$ cat config.mk
export PLATFORM = sky130hd
export DESIGN_NAME = joint_effort_safety_filter_flat
export DESIGN_NICKNAME = d
export VERILOG_FILES = /design/src/rtl/jesf_pkg.sv /design/src/rtl/jesf_if.sv /design/src/rtl/jesf_cfg_regs.sv /design/src/rtl/jesf_core.sv /design/src/rtl/jesf_skid.sv /design/src/rtl/joint_effort_safety_filter.sv /design/src/flat_wrapper.sv
export SDC_FILE = /design/constraint.sdc
export NUM_CORES = 2
export LEC_CHECK = 0
export ABC_AREA = 1
export ABC_CLOCK_PERIOD_IN_PS = 11300
export BUFFER_PORTS_ARGS = -buffer_cell sky130_fd_sc_hd__buf_2
export CORE_MARGIN = 1.5
export CORE_UTILIZATION = 49
export DETAILED_ROUTE_END_ITERATION = 6
export PLACE_DENSITY = 0.73
export RECOVER_POWER = 25
export SYNTH_ARGS = -nofsm -noshare
export SYNTH_HDL_FRONTEND = slang
export SYNTH_HIERARCHICAL = 1
export SYNTH_SLANG_ARGS = --single-unit
$ cat constraint.sdc
create_clock -name clk_i -period 11.3 [get_ports clk_i]
set_input_delay 1.695 -clock clk_i [delete_from_list [all_inputs] [get_ports clk_i]]
set_output_delay 1.695 -clock clk_i [all_outputs]
set_load 0.05 [all_outputs]
$ cat src/rtl/jesf_pkg.sv
// Package: shared types, codes and constants of the joint effort safety filter.
package jesf_pkg;
  localparam int JOINTS = 32;
  localparam int JIDX_W = (JOINTS > 1) ? $clog2(JOINTS) : 1;
  localparam logic [16:0] IDLE_MAX = 17'h1FFFF;

  typedef enum logic [2:0] {
    CMD_TICK  = 3'd0,
    CMD_TILT  = 3'd1,
    CMD_STATE = 3'd2,
    CMD_EFF   = 3'd3,
    CMD_LIMIT = 3'd4
  } cmd_e;

  typedef enum logic [2:0] {
    R_NORMAL  = 3'd0,
    R_CLAMP   = 3'd1,
    R_LIMIT   = 3'd2,
    R_TIMEOUT = 3'd3,
    R_TILT    = 3'd4,
    R_SPEED   = 3'd5
  } reason_e;

  typedef enum logic [2:0] {
    REG_ENABLE  = 3'd0,
    REG_EMAX    = 3'd1,
    REG_MARGIN  = 3'd2,
    REG_TIMEOUT = 3'd3,
    REG_ROLL    = 3'd4,
    REG_PITCH   = 3'd5,
    REG_SPD_DEF = 3'd6,
    REG_SPD_ANK = 3'd7
  } reg_e;

  typedef struct packed {
    logic        safety_enable;
    logic [14:0] eff_limit;
    logic [14:0] limit_margin;
    logic [15:0] timeout_ticks;
    logic [14:0] roll_limit;
    logic [14:0] pitch_limit;
    logic [14:0] speed_limit_default;
    logic [14:0] speed_limit_ankle;
  } cfg_t;

  typedef struct packed {
    logic [4:0]         joint_out;
    logic signed [15:0] effort_out;
    logic               stop_all;
    reason_e            reason;
    logic               reason_changed;
    logic               last_out;
  } res_t;
endpackage

$ cat src/rtl/jesf_if.sv
// Interfaces: input item, result item and configuration write channels.
interface jesf_in_if;
  logic               valid;
  logic               ready;
  logic [2:0]         command;
  logic [4:0]         joint;
  logic signed [15:0] effort_in;
  logic signed [15:0] position;
  logic signed [15:0] speed;
  logic signed [15:0] roll;
  logic signed [15:0] pitch;
  logic signed [15:0] bound_lo;
  logic signed [15:0] bound_hi;
  logic               limit_present;
  logic               ankle_joint;
  logic               last;
  modport source (output valid, command, joint, effort_in, position, speed, roll, pitch,
                  bound_lo, bound_hi, limit_present, ankle_joint, last, input ready);
  modport sink (input valid, command, joint, effort_in, position, speed, roll, pitch,
                bound_lo, bound_hi, limit_present, ankle_joint, last, output ready);
endinterface

interface jesf_out_if;
  logic               valid;
  logic               ready;
  logic [4:0]         joint_out;
  logic signed [15:0] effort_out;
  logic               stop_all;
  logic [2:0]         reason;
  logic               reason_changed;
  logic               last_out;
  modport source (output valid, joint_out, effort_out, stop_all, reason, reason_changed,
                  last_out, input ready);
  modport sink (input valid, joint_out, effort_out, stop_all, reason, reason_changed,
                last_out, output ready);
endinterface

interface jesf_cfg_if;
  logic        valid;
  logic        ready;
  logic [2:0]  index;
  logic [15:0] data;
  modport source (output valid, index, data, input ready);
  modport sink (input valid, index, data, output ready);
endinterface

$ cat src/rtl/jesf_cfg_regs.sv
// Configuration register file.
module jesf_cfg_regs (
  input  logic               clk_i,
  input  logic               rst_ni,
  input  logic               wr_en_i,
  input  logic [2:0]         wr_index_i,
  input  logic [15:0]        wr_data_i,
  output jesf_pkg::cfg_t     cfg_o
);
  import jesf_pkg::*;

  cfg_t cfg_q, cfg_d;

  always_comb begin
    cfg_d = cfg_q;
    if (wr_en_i) begin
      case (reg_e'(wr_index_i))
        REG_ENABLE:  cfg_d.safety_enable       = wr_data_i[0];
        REG_EMAX:    cfg_d.eff_limit           = wr_data_i[14:0];
        REG_MARGIN:  cfg_d.limit_margin        = wr_data_i[14:0];
        REG_TIMEOUT: cfg_d.timeout_ticks       = wr_data_i;
        REG_ROLL:    cfg_d.roll_limit          = wr_data_i[14:0];
        REG_PITCH:   cfg_d.pitch_limit         = wr_data_i[14:0];
        REG_SPD_DEF: cfg_d.speed_limit_default = wr_data_i[14:0];
        REG_SPD_ANK: cfg_d.speed_limit_ankle   = wr_data_i[14:0];
        default: ;
      endcase
    end
  end

  always_ff @(posedge clk_i or negedge rst_ni) begin
    if (!rst_ni) begin
      cfg_q.safety_enable       <= 1'b1;
      cfg_q.eff_limit           <= 15'd2048;
      cfg_q.limit_margin        <= 15'd205;
      cfg_q.timeout_ticks       <= 16'd30;
      cfg_q.roll_limit          <= 15'd2458;
      cfg_q.pitch_limit         <= 15'd2458;
      cfg_q.speed_limit_default <= 15'd8192;
      cfg_q.speed_limit_ankle   <= 15'd12288;
    end else begin
      cfg_q <= cfg_d;
    end
  end

  assign cfg_o = cfg_q;
endmodule

$ cat src/rtl/jesf_core.sv
// Filter core: joint tables, message state and one-pass effort filtering.
module jesf_core (
  input  logic               clk_i,
  input  logic               rst_ni,
  input  jesf_pkg::cfg_t     cfg_i,
  input  logic               acc_i,
  input  logic [2:0]         command_i,
  input  logic [4:0]         joint_i,
  input  logic signed [15:0] effort_i,
  input  logic signed [15:0] position_i,
  input  logic signed [15:0] speed_i,
  input  logic signed [15:0] roll_i,
  input  logic signed [15:0] pitch_i,
  input  logic signed [15:0] bound_lo_i,
  input  logic signed [15:0] bound_hi_i,
  input  logic               limit_present_i,
  input  logic               ankle_joint_i,
  input  logic               last_i,
  output logic               res_valid_o,
  output jesf_pkg::res_t     res_o
);
  import jesf_pkg::*;

  logic signed [15:0] lower_q [JOINTS];
  logic signed [15:0] upper_q [JOINTS];
  logic signed [15:0] pos_q   [JOINTS];
  logic [JOINTS-1:0]  limit_valid_q, limit_valid_d;
  logic [JOINTS-1:0]  ankle_q, ankle_d;
  logic [JOINTS-1:0]  pos_valid_q, pos_valid_d;
  logic [JOINTS-1:0]  overspeed_q, overspeed_d;
  logic               tilt_q, tilt_d;
  logic [16:0]        idle_q, idle_d;
  logic               state_open_q, state_open_d;
  logic               cmd_open_q, cmd_open_d;
  logic               clamp_hit_q, clamp_hit_d;
  logic               limit_hit_q, limit_hit_d;
  reason_e            prev_q, prev_d;

  logic               jok;
  logic [JIDX_W-1:0]  jidx;
  logic [JOINTS-1:0]  jbit;
  logic [16:0]        abs_r, abs_p, abs_s;
  logic [14:0]        spd_lim;
  logic signed [15:0] ld_lo, ld_hi;
  logic signed [16:0] e, m;
  logic signed [17:0] lo, hi, slo, shi, pos;
  logic               hit;
  reason_e            rsn;

  assign jok  = {1'b0, joint_i} < 6'(JOINTS);
  assign jidx = JIDX_W'(joint_i);
  assign jbit = jok ? (JOINTS'(1) << jidx) : '0;

  assign abs_r = roll_i[15]  ? 17'(-$signed({roll_i[15], roll_i}))   : {1'b0, roll_i};
  assign abs_p = pitch_i[15] ? 17'(-$signed({pitch_i[15], pitch_i})) : {1'b0, pitch_i};
  assign abs_s = speed_i[15] ? 17'(-$signed({speed_i[15], speed_i})) : {1'b0, speed_i};
  assign spd_lim = ankle_q[jidx] ? cfg_i.speed_limit_ankle : cfg_i.speed_limit_default;

  assign ld_lo = (bound_lo_i > bound_hi_i) ? bound_hi_i : bound_lo_i;
  assign ld_hi = (bound_lo_i > bound_hi_i) ? bound_lo_i : bound_hi_i;

  always_comb begin
    limit_valid_d = limit_valid_q;
    ankle_d       = ankle_q;
    pos_valid_d   = pos_valid_q;
    overspeed_d   = overspeed_q;
    tilt_d        = tilt_q;
    idle_d        = idle_q;
    state_open_d  = state_open_q;
    cmd_open_d    = cmd_open_q;
    clamp_hit_d   = clamp_hit_q;
    limit_hit_d   = limit_hit_q;
    prev_d        = prev_q;
    res_valid_o   = 1'b0;
    res_o         = '0;
    e   = 17'(effort_i);
    m   = {2'b00, cfg_i.eff_limit};
    lo  = 18'(lower_q[jidx]);
    hi  = 18'(upper_q[jidx]);
    pos = 18'(pos_q[jidx]);
    slo = lo + 18'({3'b000, cfg_i.limit_margin});
    shi = hi - 18'({3'b000, cfg_i.limit_margin});
    hit = 1'b0;
    rsn = R_NORMAL;
    case (cmd_e'(command_i))
      CMD_TICK: begin
        if (idle_q != IDLE_MAX) idle_d = idle_q + 17'd1;
        if (cfg_i.safety_enable && (cfg_i.timeout_ticks != '0) &&
            (idle_d > {1'b0, cfg_i.timeout_ticks})) begin
          res_valid_o          = 1'b1;
          res_o.stop_all       = 1'b1;
          res_o.reason         = R_TIMEOUT;
          res_o.reason_changed = prev_q != R_TIMEOUT;
          res_o.last_out       = 1'b1;
          prev_d               = R_TIMEOUT;
        end
      end
      CMD_TILT: begin
        tilt_d = ((cfg_i.roll_limit != '0) && (abs_r > {2'b00, cfg_i.roll_limit})) ||
                 ((cfg_i.pitch_limit != '0) && (abs_p > {2'b00, cfg_i.pitch_limit}));
      end
      CMD_STATE: begin
        if (!state_open_q) begin
          pos_valid_d = '0;
          overspeed_d = '0;
        end
        state_open_d = !last_i;
        pos_valid_d  = pos_valid_d | jbit;
        if ((spd_lim != '0) && (abs_s > {2'b00, spd_lim})) overspeed_d = overspeed_d | jbit;
        else overspeed_d = overspeed_d & ~jbit;
      end
      CMD_LIMIT: begin
        if (limit_present_i) limit_valid_d = limit_valid_q | jbit;
        else limit_valid_d = limit_valid_q & ~jbit;
        if (ankle_joint_i) ankle_d = ankle_q | jbit;
        else ankle_d = ankle_q & ~jbit;
      end
      CMD_EFF: begin
        idle_d = '0;
        if (!cmd_open_q) begin
          clamp_hit_d = 1'b0;
          limit_hit_d = 1'b0;
        end
        cmd_open_d = !last_i;
        if (cfg_i.safety_enable) begin
          if (m != '0) begin
            if (e > m) begin
              e = m;
              clamp_hit_d = 1'b1;
            end else if (e < -m) begin
              e = -m;
              clamp_hit_d = 1'b1;
            end
          end
          if (jok && limit_valid_q[jidx] && pos_valid_q[jidx]) begin
            // Crossed soft limits collapse to the floored midpoint
            if (slo > shi) begin
              slo = (lo + hi) >>> 1;
              shi = slo;
            end
            if (pos <= slo && e < 0) begin
              e = '0;
              hit = 1'b1;
            end
            if (pos >= shi && e > 0) begin
              e = '0;
              hit = 1'b1;
            end
            if ((pos < lo || pos > hi) && e != 0) begin
              e = '0;
              hit = 1'b1;
            end
            if (hit) limit_hit_d = 1'b1;
          end
          if (tilt_q) begin
            rsn = R_TILT;
            e = '0;
          end else if (overspeed_q != '0) begin
            rsn = R_SPEED;
            e = '0;
          end else if (limit_hit_d) begin
            rsn = R_LIMIT;
          end else if (clamp_hit_d) begin
            rsn = R_CLAMP;
          end
        end
        res_valid_o      = 1'b1;
        res_o.joint_out  = joint_i;
        res_o.effort_out = 16'(e);
        res_o.reason     = rsn;
        res_o.last_out   = last_i;
        if (last_i) begin
          res_o.reason_changed = prev_q != rsn;
          prev_d               = rsn;
        end
      end
      default: ;
    endcase
    if (!acc_i) res_valid_o = 1'b0;
  end

  always_ff @(posedge clk_i) begin
    if (acc_i && jok) begin
      if (cmd_e'(command_i) == CMD_STATE) pos_q[jidx] <= position_i;
      if (cmd_e'(command_i) == CMD_LIMIT && limit_present_i) begin
        lower_q[jidx] <= ld_lo;
        upper_q[jidx] <= ld_hi;
      end
    end
  end

  always_ff @(posedge clk_i or negedge rst_ni) begin
    if (!rst_ni) begin
      limit_valid_q <= '0;
      ankle_q       <= '0;
      pos_valid_q   <= '0;
      overspeed_q   <= '0;
      tilt_q        <= 1'b0;
      idle_q        <= '0;
      state_open_q  <= 1'b0;
      cmd_open_q    <= 1'b0;
      clamp_hit_q   <= 1'b0;
      limit_hit_q   <= 1'b0;
      prev_q        <= R_NORMAL;
    end else if (acc_i) begin
      limit_valid_q <= limit_valid_d;
      ankle_q       <= ankle_d;
      pos_valid_q   <= pos_valid_d;
      overspeed_q   <= overspeed_d;
      tilt_q        <= tilt_d;
      idle_q        <= idle_d;
      state_open_q  <= state_open_d;
      cmd_open_q    <= cmd_open_d;
      clamp_hit_q   <= clamp_hit_d;
      limit_hit_q   <= limit_hit_d;
      prev_q        <= prev_d;
    end
  end
endmodule

$ cat src/rtl/jesf_skid.sv
// Result register with a skid stage so input acceptance survives an output stall.
module jesf_skid (
  input  logic           clk_i,
  input  logic           rst_ni,
  input  logic           push_i,
  input  jesf_pkg::res_t data_i,
  output logic           in_ready_o,
  output logic           out_valid_o,
  input  logic           out_ready_i,
  output jesf_pkg::res_t data_o
);
  import jesf_pkg::*;

  logic out_valid_q, skid_valid_q;
  res_t out_q, skid_q;
  logic free;

  assign free       = !out_valid_q || out_ready_i;
  assign in_ready_o = !skid_valid_q;

  always_ff @(posedge clk_i or negedge rst_ni) begin
    if (!rst_ni) begin
      out_valid_q  <= 1'b0;
      skid_valid_q <= 1'b0;
    end else if (free) begin
      // Drain skid first; no push can arrive while it is full
      out_valid_q  <= skid_valid_q || push_i;
      skid_valid_q <= 1'b0;
    end else if (push_i) begin
      skid_valid_q <= 1'b1;
    end
  end

  always_ff @(posedge clk_i) begin
    if (free) begin
      out_q <= skid_valid_q ? skid_q : data_i;
    end else if (push_i) begin
      skid_q <= data_i;
    end
  end

  assign out_valid_o = out_valid_q;
  assign data_o      = out_q;
endmodule

$ cat src/rtl/joint_effort_safety_filter.sv
// Top level of the joint effort safety filter.
// Accepts one item per cycle while the skid register is empty; the result of an item
// that yields one is registered. All filtering is a single combinational pass from the
// accepted item and the joint tables (flip-flop arrays read at the item's joint) into
// the result register, so the rate is one item per clock as long as results are taken;
// a two-deep output buffer takes one more item while the output stalls. Configuration
// writes take effect on the next cycle and are always accepted.
module joint_effort_safety_filter (
  input  logic       clk_i,
  input  logic       rst_ni,
  jesf_in_if.sink    in_i,
  jesf_out_if.source out_o,
  jesf_cfg_if.sink   cfg_i
);
  import jesf_pkg::*;

  cfg_t cfg;
  res_t res, res_out;
  logic res_valid, acc, in_ready;

  assign cfg_i.ready = 1'b1;
  assign in_i.ready  = in_ready;
  assign acc         = in_i.valid && in_ready;

  jesf_cfg_regs u_cfg (
    .clk_i      (clk_i),
    .rst_ni     (rst_ni),
    .wr_en_i    (cfg_i.valid),
    .wr_index_i (cfg_i.index),
    .wr_data_i  (cfg_i.data),
    .cfg_o      (cfg)
  );

  jesf_core u_core (
    .clk_i           (clk_i),
    .rst_ni          (rst_ni),
    .cfg_i           (cfg),
    .acc_i           (acc),
    .command_i       (in_i.command),
    .joint_i         (in_i.joint),
    .effort_i        (in_i.effort_in),
    .position_i      (in_i.position),
    .speed_i         (in_i.speed),
    .roll_i          (in_i.roll),
    .pitch_i         (in_i.pitch),
    .bound_lo_i      (in_i.bound_lo),
    .bound_hi_i      (in_i.bound_hi),
    .limit_present_i (in_i.limit_present),
    .ankle_joint_i   (in_i.ankle_joint),
    .last_i          (in_i.last),
    .res_valid_o     (res_valid),
    .res_o           (res)
  );

  jesf_skid u_skid (
    .clk_i       (clk_i),
    .rst_ni      (rst_ni),
    .push_i      (res_valid),
    .data_i      (res),
    .in_ready_o  (in_ready),
    .out_valid_o (out_o.valid),
    .out_ready_i (out_o.ready),
    .data_o      (res_out)
  );

  assign out_o.joint_out      = res_out.joint_out;
  assign out_o.effort_out     = res_out.effort_out;
  assign out_o.stop_all       = res_out.stop_all;
  assign out_o.reason         = res_out.reason;
  assign out_o.reason_changed = res_out.reason_changed;
  assign out_o.last_out       = res_out.last_out;
endmodule
$ cat src/flat_wrapper.sv
// flat-port wrapper written by rule: the top's interface ports become plain ports
module joint_effort_safety_filter_flat import jesf_pkg::*;
  (clk_i, rst_ni, in_i_valid, in_i_command, in_i_joint, in_i_effort_in, in_i_position, in_i_speed, in_i_roll, in_i_pitch, in_i_bound_lo, in_i_bound_hi, in_i_limit_present, in_i_ankle_joint, in_i_last, in_i_ready, out_o_valid, out_o_joint_out, out_o_effort_out, out_o_stop_all, out_o_reason, out_o_reason_changed, out_o_last_out, out_o_ready, cfg_i_valid, cfg_i_index, cfg_i_data, cfg_i_ready);
  jesf_in_if in_i_i ();
  jesf_out_if out_o_i ();
  jesf_cfg_if cfg_i_i ();
  input  logic clk_i;
  input  logic rst_ni;
  input wire logic [$bits(in_i_i.valid)-1:0] in_i_valid;
  input wire logic [$bits(in_i_i.command)-1:0] in_i_command;
  input wire logic [$bits(in_i_i.joint)-1:0] in_i_joint;
  input wire logic [$bits(in_i_i.effort_in)-1:0] in_i_effort_in;
  input wire logic [$bits(in_i_i.position)-1:0] in_i_position;
  input wire logic [$bits(in_i_i.speed)-1:0] in_i_speed;
  input wire logic [$bits(in_i_i.roll)-1:0] in_i_roll;
  input wire logic [$bits(in_i_i.pitch)-1:0] in_i_pitch;
  input wire logic [$bits(in_i_i.bound_lo)-1:0] in_i_bound_lo;
  input wire logic [$bits(in_i_i.bound_hi)-1:0] in_i_bound_hi;
  input wire logic [$bits(in_i_i.limit_present)-1:0] in_i_limit_present;
  input wire logic [$bits(in_i_i.ankle_joint)-1:0] in_i_ankle_joint;
  input wire logic [$bits(in_i_i.last)-1:0] in_i_last;
  output wire logic [$bits(in_i_i.ready)-1:0] in_i_ready;
  output wire logic [$bits(out_o_i.valid)-1:0] out_o_valid;
  output wire logic [$bits(out_o_i.joint_out)-1:0] out_o_joint_out;
  output wire logic [$bits(out_o_i.effort_out)-1:0] out_o_effort_out;
  output wire logic [$bits(out_o_i.stop_all)-1:0] out_o_stop_all;
  output wire logic [$bits(out_o_i.reason)-1:0] out_o_reason;
  output wire logic [$bits(out_o_i.reason_changed)-1:0] out_o_reason_changed;
  output wire logic [$bits(out_o_i.last_out)-1:0] out_o_last_out;
  input wire logic [$bits(out_o_i.ready)-1:0] out_o_ready;
  input wire logic [$bits(cfg_i_i.valid)-1:0] cfg_i_valid;
  input wire logic [$bits(cfg_i_i.index)-1:0] cfg_i_index;
  input wire logic [$bits(cfg_i_i.data)-1:0] cfg_i_data;
  output wire logic [$bits(cfg_i_i.ready)-1:0] cfg_i_ready;
  assign in_i_i.valid = in_i_valid;
  assign in_i_i.command = in_i_command;
  assign in_i_i.joint = in_i_joint;
  assign in_i_i.effort_in = in_i_effort_in;
  assign in_i_i.position = in_i_position;
  assign in_i_i.speed = in_i_speed;
  assign in_i_i.roll = in_i_roll;
  assign in_i_i.pitch = in_i_pitch;
  assign in_i_i.bound_lo = in_i_bound_lo;
  assign in_i_i.bound_hi = in_i_bound_hi;
  assign in_i_i.limit_present = in_i_limit_present;
  assign in_i_i.ankle_joint = in_i_ankle_joint;
  assign in_i_i.last = in_i_last;
  assign in_i_ready = in_i_i.ready;
  assign out_o_valid = out_o_i.valid;
  assign out_o_joint_out = out_o_i.joint_out;
  assign out_o_effort_out = out_o_i.effort_out;
  assign out_o_stop_all = out_o_i.stop_all;
  assign out_o_reason = out_o_i.reason;
  assign out_o_reason_changed = out_o_i.reason_changed;
  assign out_o_last_out = out_o_i.last_out;
  assign out_o_i.ready = out_o_ready;
  assign cfg_i_i.valid = cfg_i_valid;
  assign cfg_i_i.index = cfg_i_index;
  assign cfg_i_i.data = cfg_i_data;
  assign cfg_i_ready = cfg_i_i.ready;
  joint_effort_safety_filter u_core (.clk_i(clk_i), .rst_ni(rst_ni), .in_i(in_i_i), .out_o(out_o_i), .cfg_i(cfg_i_i));
endmodule
; ---- After elaboration in Yosys (flattened, before gate mapping)
; Memory sizes are Yosys's and may differ from the RTL's.
; Cells that the tools add are included.
[totals]
output_inout_bits = 30
mem_count = 3
ram_bits = 1536
reg_bits = 316
wordCells = 222
in_bits = 147
[memory_table]
columns = name, depth, word_bits, rd, rd_ports_with_merged_regs, write_ports, line
row1 = u_core.u_core.lower_q, 32, 16, 1, 0, 1, jesf_core.sv:24  ; logic signed [15:0] lower_q [JOINTS];
row2 = u_core.u_core.pos_q, 32, 16, 1, 0, 1, jesf_core.sv:26  ; logic signed [15:0] pos_q [JOINTS];
row3 = u_core.u_core.upper_q, 32, 16, 1, 0, 1, jesf_core.sv:25  ; logic signed [15:0] upper_q [JOINTS];
[op_classes]
n_shift = 1
magnitude_cmp = 15
n_reduce_logical = 44
n_addsub = 8
mux = 93
eq_ne = 16
n_bitwise = 9
[op_table]
columns = operator, n
row1 = $mux W17, 18
row2 = $mux W32, 7
row3 = $mux W18, 8
row4 = $or A32 B32 Y32, 4
row5 = $mux W16, 7
row6 = $and A32 B32 Y32, 3
row7 = $reduce_bool A32 Y1, 2
row8 = $reduce_bool A15 Y1, 4
row9 = $gt A17 B15 Y1, 3
row10 = $neg A16 Y17, 3
row11 = $gt A16 B16 Y1, 3
row12 = $mux W1, 35
row13 = $add A16 B16 Y17, 2
row14 = $pmux W17 S2, 1
row15 = $not A32 Y32, 1
row16 = $shl A1 B5 Y32 const A, 1
row17 = $reduce_and A2 Y1, 14
row18 = $mux W27, 1
row19 = $mux W21, 1
row20 = $ge A16 B18 Y1, 1
row21 = $le A16 B18 Y1, 1
row22 = $mux W3, 6
row23 = $add A17 B1 Y17 const B, 1
row24 = $gt A17 B1 Y1 const B, 1
row25 = other kinds (30), 58

; ---- Longest topological paths before layout
[depth]
depth_word = 38
mapped_depth = 68
depth_no_buf = 61

; ---- By module
; Netlist, hierarchy kept.
[modules_own_cells]
columns = module, instances, cells_per_inst, area_each_um2
row1 = jesf_core, 1, 5996, 73852.1
row2 = jesf_cfg_regs, 1, 474, 4170.2
row3 = jesf_skid, 1, 150, 2069.5
row4 = joint_effort_safety_filter, 1, 4, 18.8

; ---- Worst setup path before layout
; OpenSTA, ideal clock, no wires.
[synth_timing]
kind = input to register
from = input port in_i_joint[0]
to = register u_core.u_skid.out_q (netlist bit u_core/u_skid/data_o[1]), data pin
arrival_time_ns = 8.871
n_path_buf = 8
setup_slack_ns = 2.177
stages = 64
path_cell_list = buf_4 > nor2_4 > buf_2 > buf_2 > buf_2 > buf_2 > clkbuf_1 > clkbuf_1 > a22oi_1 > nand3_1 > nand3_1 > nand2_1 > nor2_1 > inv_1 > ha_1 > a21o_1 > a31oi_1 > o21ai_0 > (+28 left out) > nor2_1 > o21ai_0 > nand3_1 > nand2_1 > nand3_1 > inv_1 > a21oi_1 > nand2_1 > nand2_4 > nand2_1 > nand2_2 > nor2_1 > nor2_1 > nand2_1 > nand2_1 > nand2_1 > nand2_1 > nand2_1
[synth_rtl]
columns = element, line
row1 = "start, declared", flat_wrapper.sv:11  ; input wire logic [$bits(in_i_i.joint)-1:0] in_i_joint;
row2 = "end signal, assigned", jesf_skid.sv:36  ; out_q <= skid_valid_q ? skid_q : data_i;
row3 = "end, declared", jesf_skid.sv:15  ; res_t out_q, skid_q;

==> results.sh <==
export IMPL_clockBufferDepth=3
export IMPL_status="complete, but fails checks"
export IMPL_die_y_um=407
export IMPL_synth_cell_types=63
export IMPL_h_tree_depth=4
export IMPL_first_iter_violations=7778
export IMPL_antenna_found_initial=7
export IMPL_rows=148
export IMPL_finalHoldViolCount=0
export IMPL_async_reset_ff_share_pct=14.1
export IMPL_max_stage_delay_ps=680
export IMPL_min_period_ps=9930
export IMPL_clock_skew_ps=80.0
export IMPL_dr_pass1_iters=6
export IMPL_fin_tns_setup_ps=0
export IMPL_critPathCaptureType="register"
export IMPL_grt_max_degree=139
export IMPL_avgViaCountPerCell=6.19
export IMPL_violations="max-capacitance violations, max-slew violations"
export IMPL_syn_area_per_cell_sq_um=12.1
export IMPL_r2r_start="u_core/u_core/upper_q[19][2]"
export IMPL_worstMarginPinSlew_ps=7050
export IMPL_synth_seq_cells=1852
export IMPL_drt_wl_total_um=234000
export IMPL_cts_made_buffers=182
export IMPL_path_clk_slew_ps=60
export IMPL_rsz0062_at_grt="false"
export IMPL_ys_flop_type="edfxtp_1"
export IMPL_cts_setup_buffers=0
export IMPL_slowest_stage="nor2_4"
export IMPL_path_class="primary input to register"
export IMPL_finish_utilization_pct=55.5
export IMPL_track_usage_pct=27.6
export IMPL_grt_ovfl_total=0
export IMPL_post_cts_resized=0
export IMPL_ys_top_cells_by_area="edfxtp_1 60%, dfrtp_1 7.4%, nand2_1 6.0%"
export IMPL_synthCells=6624
export IMPL_place_congestion=0.936
export IMPL_yosys_area_top_type="edfxtp_1"
export IMPL_synth_enable_flop_cells=1590
export IMPL_nFillCells=13131
export IMPL_synth_warnings=6
export IMPL_dp_hpwl_um=136000
export IMPL_drive_gt1_share_pct=10.4
export IMPL_cp_arrival_ps=10480
export IMPL_clk_latency_ps=850
export IMPL_grt_pass1_wl_um=343000
export IMPL_crit_family="simple AND/OR/NAND/NOR gates"
export IMPL_crit_path_max_fanout=35
export IMPL_p_leak_uw=0.0332
export IMPL_max_cap_violations=5
export IMPL_wl_per_cell_um=25.5
export IMPL_cp_endpoint="u_core/u_skid/data_o[1]"
export IMPL_peakVddDrop_v=0.000170
export IMPL_syn_to_final_growth_pct=12.6
export IMPL_cts_root_buffer="clkbuf_16"
export IMPL_setup_viol=0
export IMPL_vias=56791
export IMPL_grt_pass1_vias=53785
export IMPL_crit_path_start="in_i_joint[1]"
export IMPL_syn_nets=7012
export IMPL_cts_tree="built"
export IMPL_worst_path_stages=59
export IMPL_rrSetupSlack_ps=2940
export IMPL_fmax_mhz=101
export IMPL_syn_area_sq_um=80100
export IMPL_die_w_um=407
export IMPL_startpoint_type="primary input"
export IMPL_hold_path_class="register to register"
export IMPL_die_area_sq_um=166000
export IMPL_maxSlewViolCount=258
export IMPL_yosysTopAreaCellShare_pct=59.6
export IMPL_ios=177
export IMPL_antenna_left=0
export IMPL_layout_nets=7225
export IMPL_crit_required_ps=11850
export IMPL_p_per_area_nw_per_um2=181
export IMPL_reg2reg_depth=57
export IMPL_min_period_over_period_pct=87.9
export IMPL_max_slew_margin_rel_pct=-370
export IMPL_coreArea_sq_um=163000
export IMPL_cts_hold_buf=0
export IMPL_cp_num_buf_inv=11
export IMPL_r2r_end="u_core/u_skid/data_o[1]"
export IMPL_start_util_pct=49.3
export IMPL_cts_sinks=1852
export IMPL_critPathMostFrequentCell="nand2_1"
export IMPL_numPortBuffers=175
export IMPL_drc=0
export IMPL_synth_seq_area_share_pct=67.8
kinds of logic (layout without fill, tap and decap cells):
kind of cell	count (synthesis)	in the layout	synth area share, %
AOI/OAI and AO/OA	1360	1360	11.2
buffers and inverters	738	1106	3.69
xor gates and xnor gates	95	95	1.04
DFF	1852	1852	67.8
adders and majority gates	241	241	3.79
other	1	6	0.00468
muxes	9	9	0.119
and+or+nand+nor	2328	2328	12.3
final cells by class:
| cell class | instances | area [sq um] | area share, % |
|---|---|---|---|
| Sequential cell | 1852 | 54300 | 60.2 |
| Multi-Input combinational cell | 4034 | 23300 | 25.8 |
| Clock buffer | 226 | 4760 | 5.28 |
| Tap cell | 2175 | 2720 | 3.02 |
| Timing Repair Buffer | 357 | 2430 | 2.69 |
| Inverter | 410 | 1550 | 1.72 |
| Clock inverter | 113 | 1120 | 1.25 |
| Antenna cell | 5 | 12.5 | 0.0139 |
power breakdown:
| group | leakage [uW] | switching (uW) | internal [uW] |
|---|---|---|---|
| clock network | 0.00284 | 2640 | 3300 |
| logic | 0.0126 | 1730 | 807 |
| registers | 0.0177 | 121 | 7720 |
stage by stage:
step	instance area (sq um)	cells	hold slack, ps	worst slack, ps	total power [uW]
floorplan	80100	6624	437	2180	9630
finish	90200	9172	465	1370	16300
global placement	84400	8828	449	966	10400
detailed placement	84400	8828	454	890	10500
CTS	90300	9167	464	1680	16300
global route	90200	9169	477	636	16900
registers in the layout (all words and copies together), names as in the netlist, named ones only:
name / flops
u_core/u_core/prev_q: 3
u_core/u_core/tilt_q: 1
u_core/u_core/lower_q: 512
u_core/u_core/cmd_open_q: 1
u_core/u_core/upper_q: 512
u_core/u_skid/skid_valid_q: 1
u_core/u_skid/out_valid_o: 1
u_core/u_core/pos_valid_q: 32
u_core/u_skid/skid_q: 27
u_core/u_core/clamp_hit_q: 1
u_core/u_core/limit_hit_q: 1
u_core/u_core/pos_q: 512
u_core/u_core/overspeed_q: 32
u_core/u_core/state_open_q: 1
u_core/u_cfg/cfg_o: 107
u_core/u_skid/data_o: 27
u_core/u_core/idle_q: 17
per-layer routing:
| layer | part of all wire [%] | track usage, % | up-vias |
|---|---|---|---|
| met3 | 11 | 5.06 | 535 |
| li1 | - | - | 24795 |
| met5 | 0 | 0 | - |
| met4 | 4.3 | 11.5 | 0 |
| met2 | 45 | 42.5 | 3711 |
| met1 | 39 | 38.7 | 27750 |
synth_stat cells, drive strengths merged (55+ instances only):
| cell | instances |
|---|---|
| buf | 117 |
| nor2 | 371 |
| edfxtp | 1590 |
| nand4 | 120 |
| a21oi | 271 |
| a22oi | 563 |
| o21ai | 242 |
| xor2 | 68 |
| inv | 404 |
| clkbuf | 211 |
| ha | 238 |
| nand3 | 458 |
| a221oi | 55 |
| nand2 | 1285 |
| dfrtp | 236 |
worst register-to-register path: cells and delay by family (launching register included):
| kind | cells | cell delay (ps) |
|---|---|---|
| AND/OR/NAND/NOR | 32 | 3390 |
| AO/OA/AOI/OAI | 15 | 2470 |
| adder cells (fa/ha/maj) | 3 | 1000 |
| buffers and inverters | 6 | 600 |
| flip-flops | 1 | 400 |
| XOR/XNOR | 1 | 220 |
cells in the final DEF (no fill, tap or decap), types with 148 or more instances in the layout:
master and n:
edfxtp_1 1590, nand2_1 1281, a22oi_1 563, nand3_1 456
inv_1 396, nor2_1 303, a21oi_1 255, ha_1 238
dfrtp_1 236, o21ai_0 213, clkbuf_16 183, buf_4 162
buf_2 148
worst min path at each step:
stage / startpoint / endpoint / slack (ps) / cells after the start
final: u_core/u_cfg/cfg_o[56] / u_core/u_cfg/cfg_o[56] / 470 / 2
after global routing: u_core/u_cfg/cfg_o[12] / u_core/u_cfg/cfg_o[12] / 480 / 2
after CTS: u_core/u_cfg/cfg_o[56] / u_core/u_cfg/cfg_o[56] / 460 / 2
after detailed placement: u_core/u_cfg/cfg_o[14] / u_core/u_cfg/cfg_o[14] / 450 / 2
after global placement: u_core/u_cfg/cfg_o[12] / u_core/u_cfg/cfg_o[12] / 450 / 2
after floorplan: u_core/u_cfg/cfg_o[14] / u_core/u_cfg/cfg_o[14] / 440 / 2
Power figures use the tool's default switching activity.
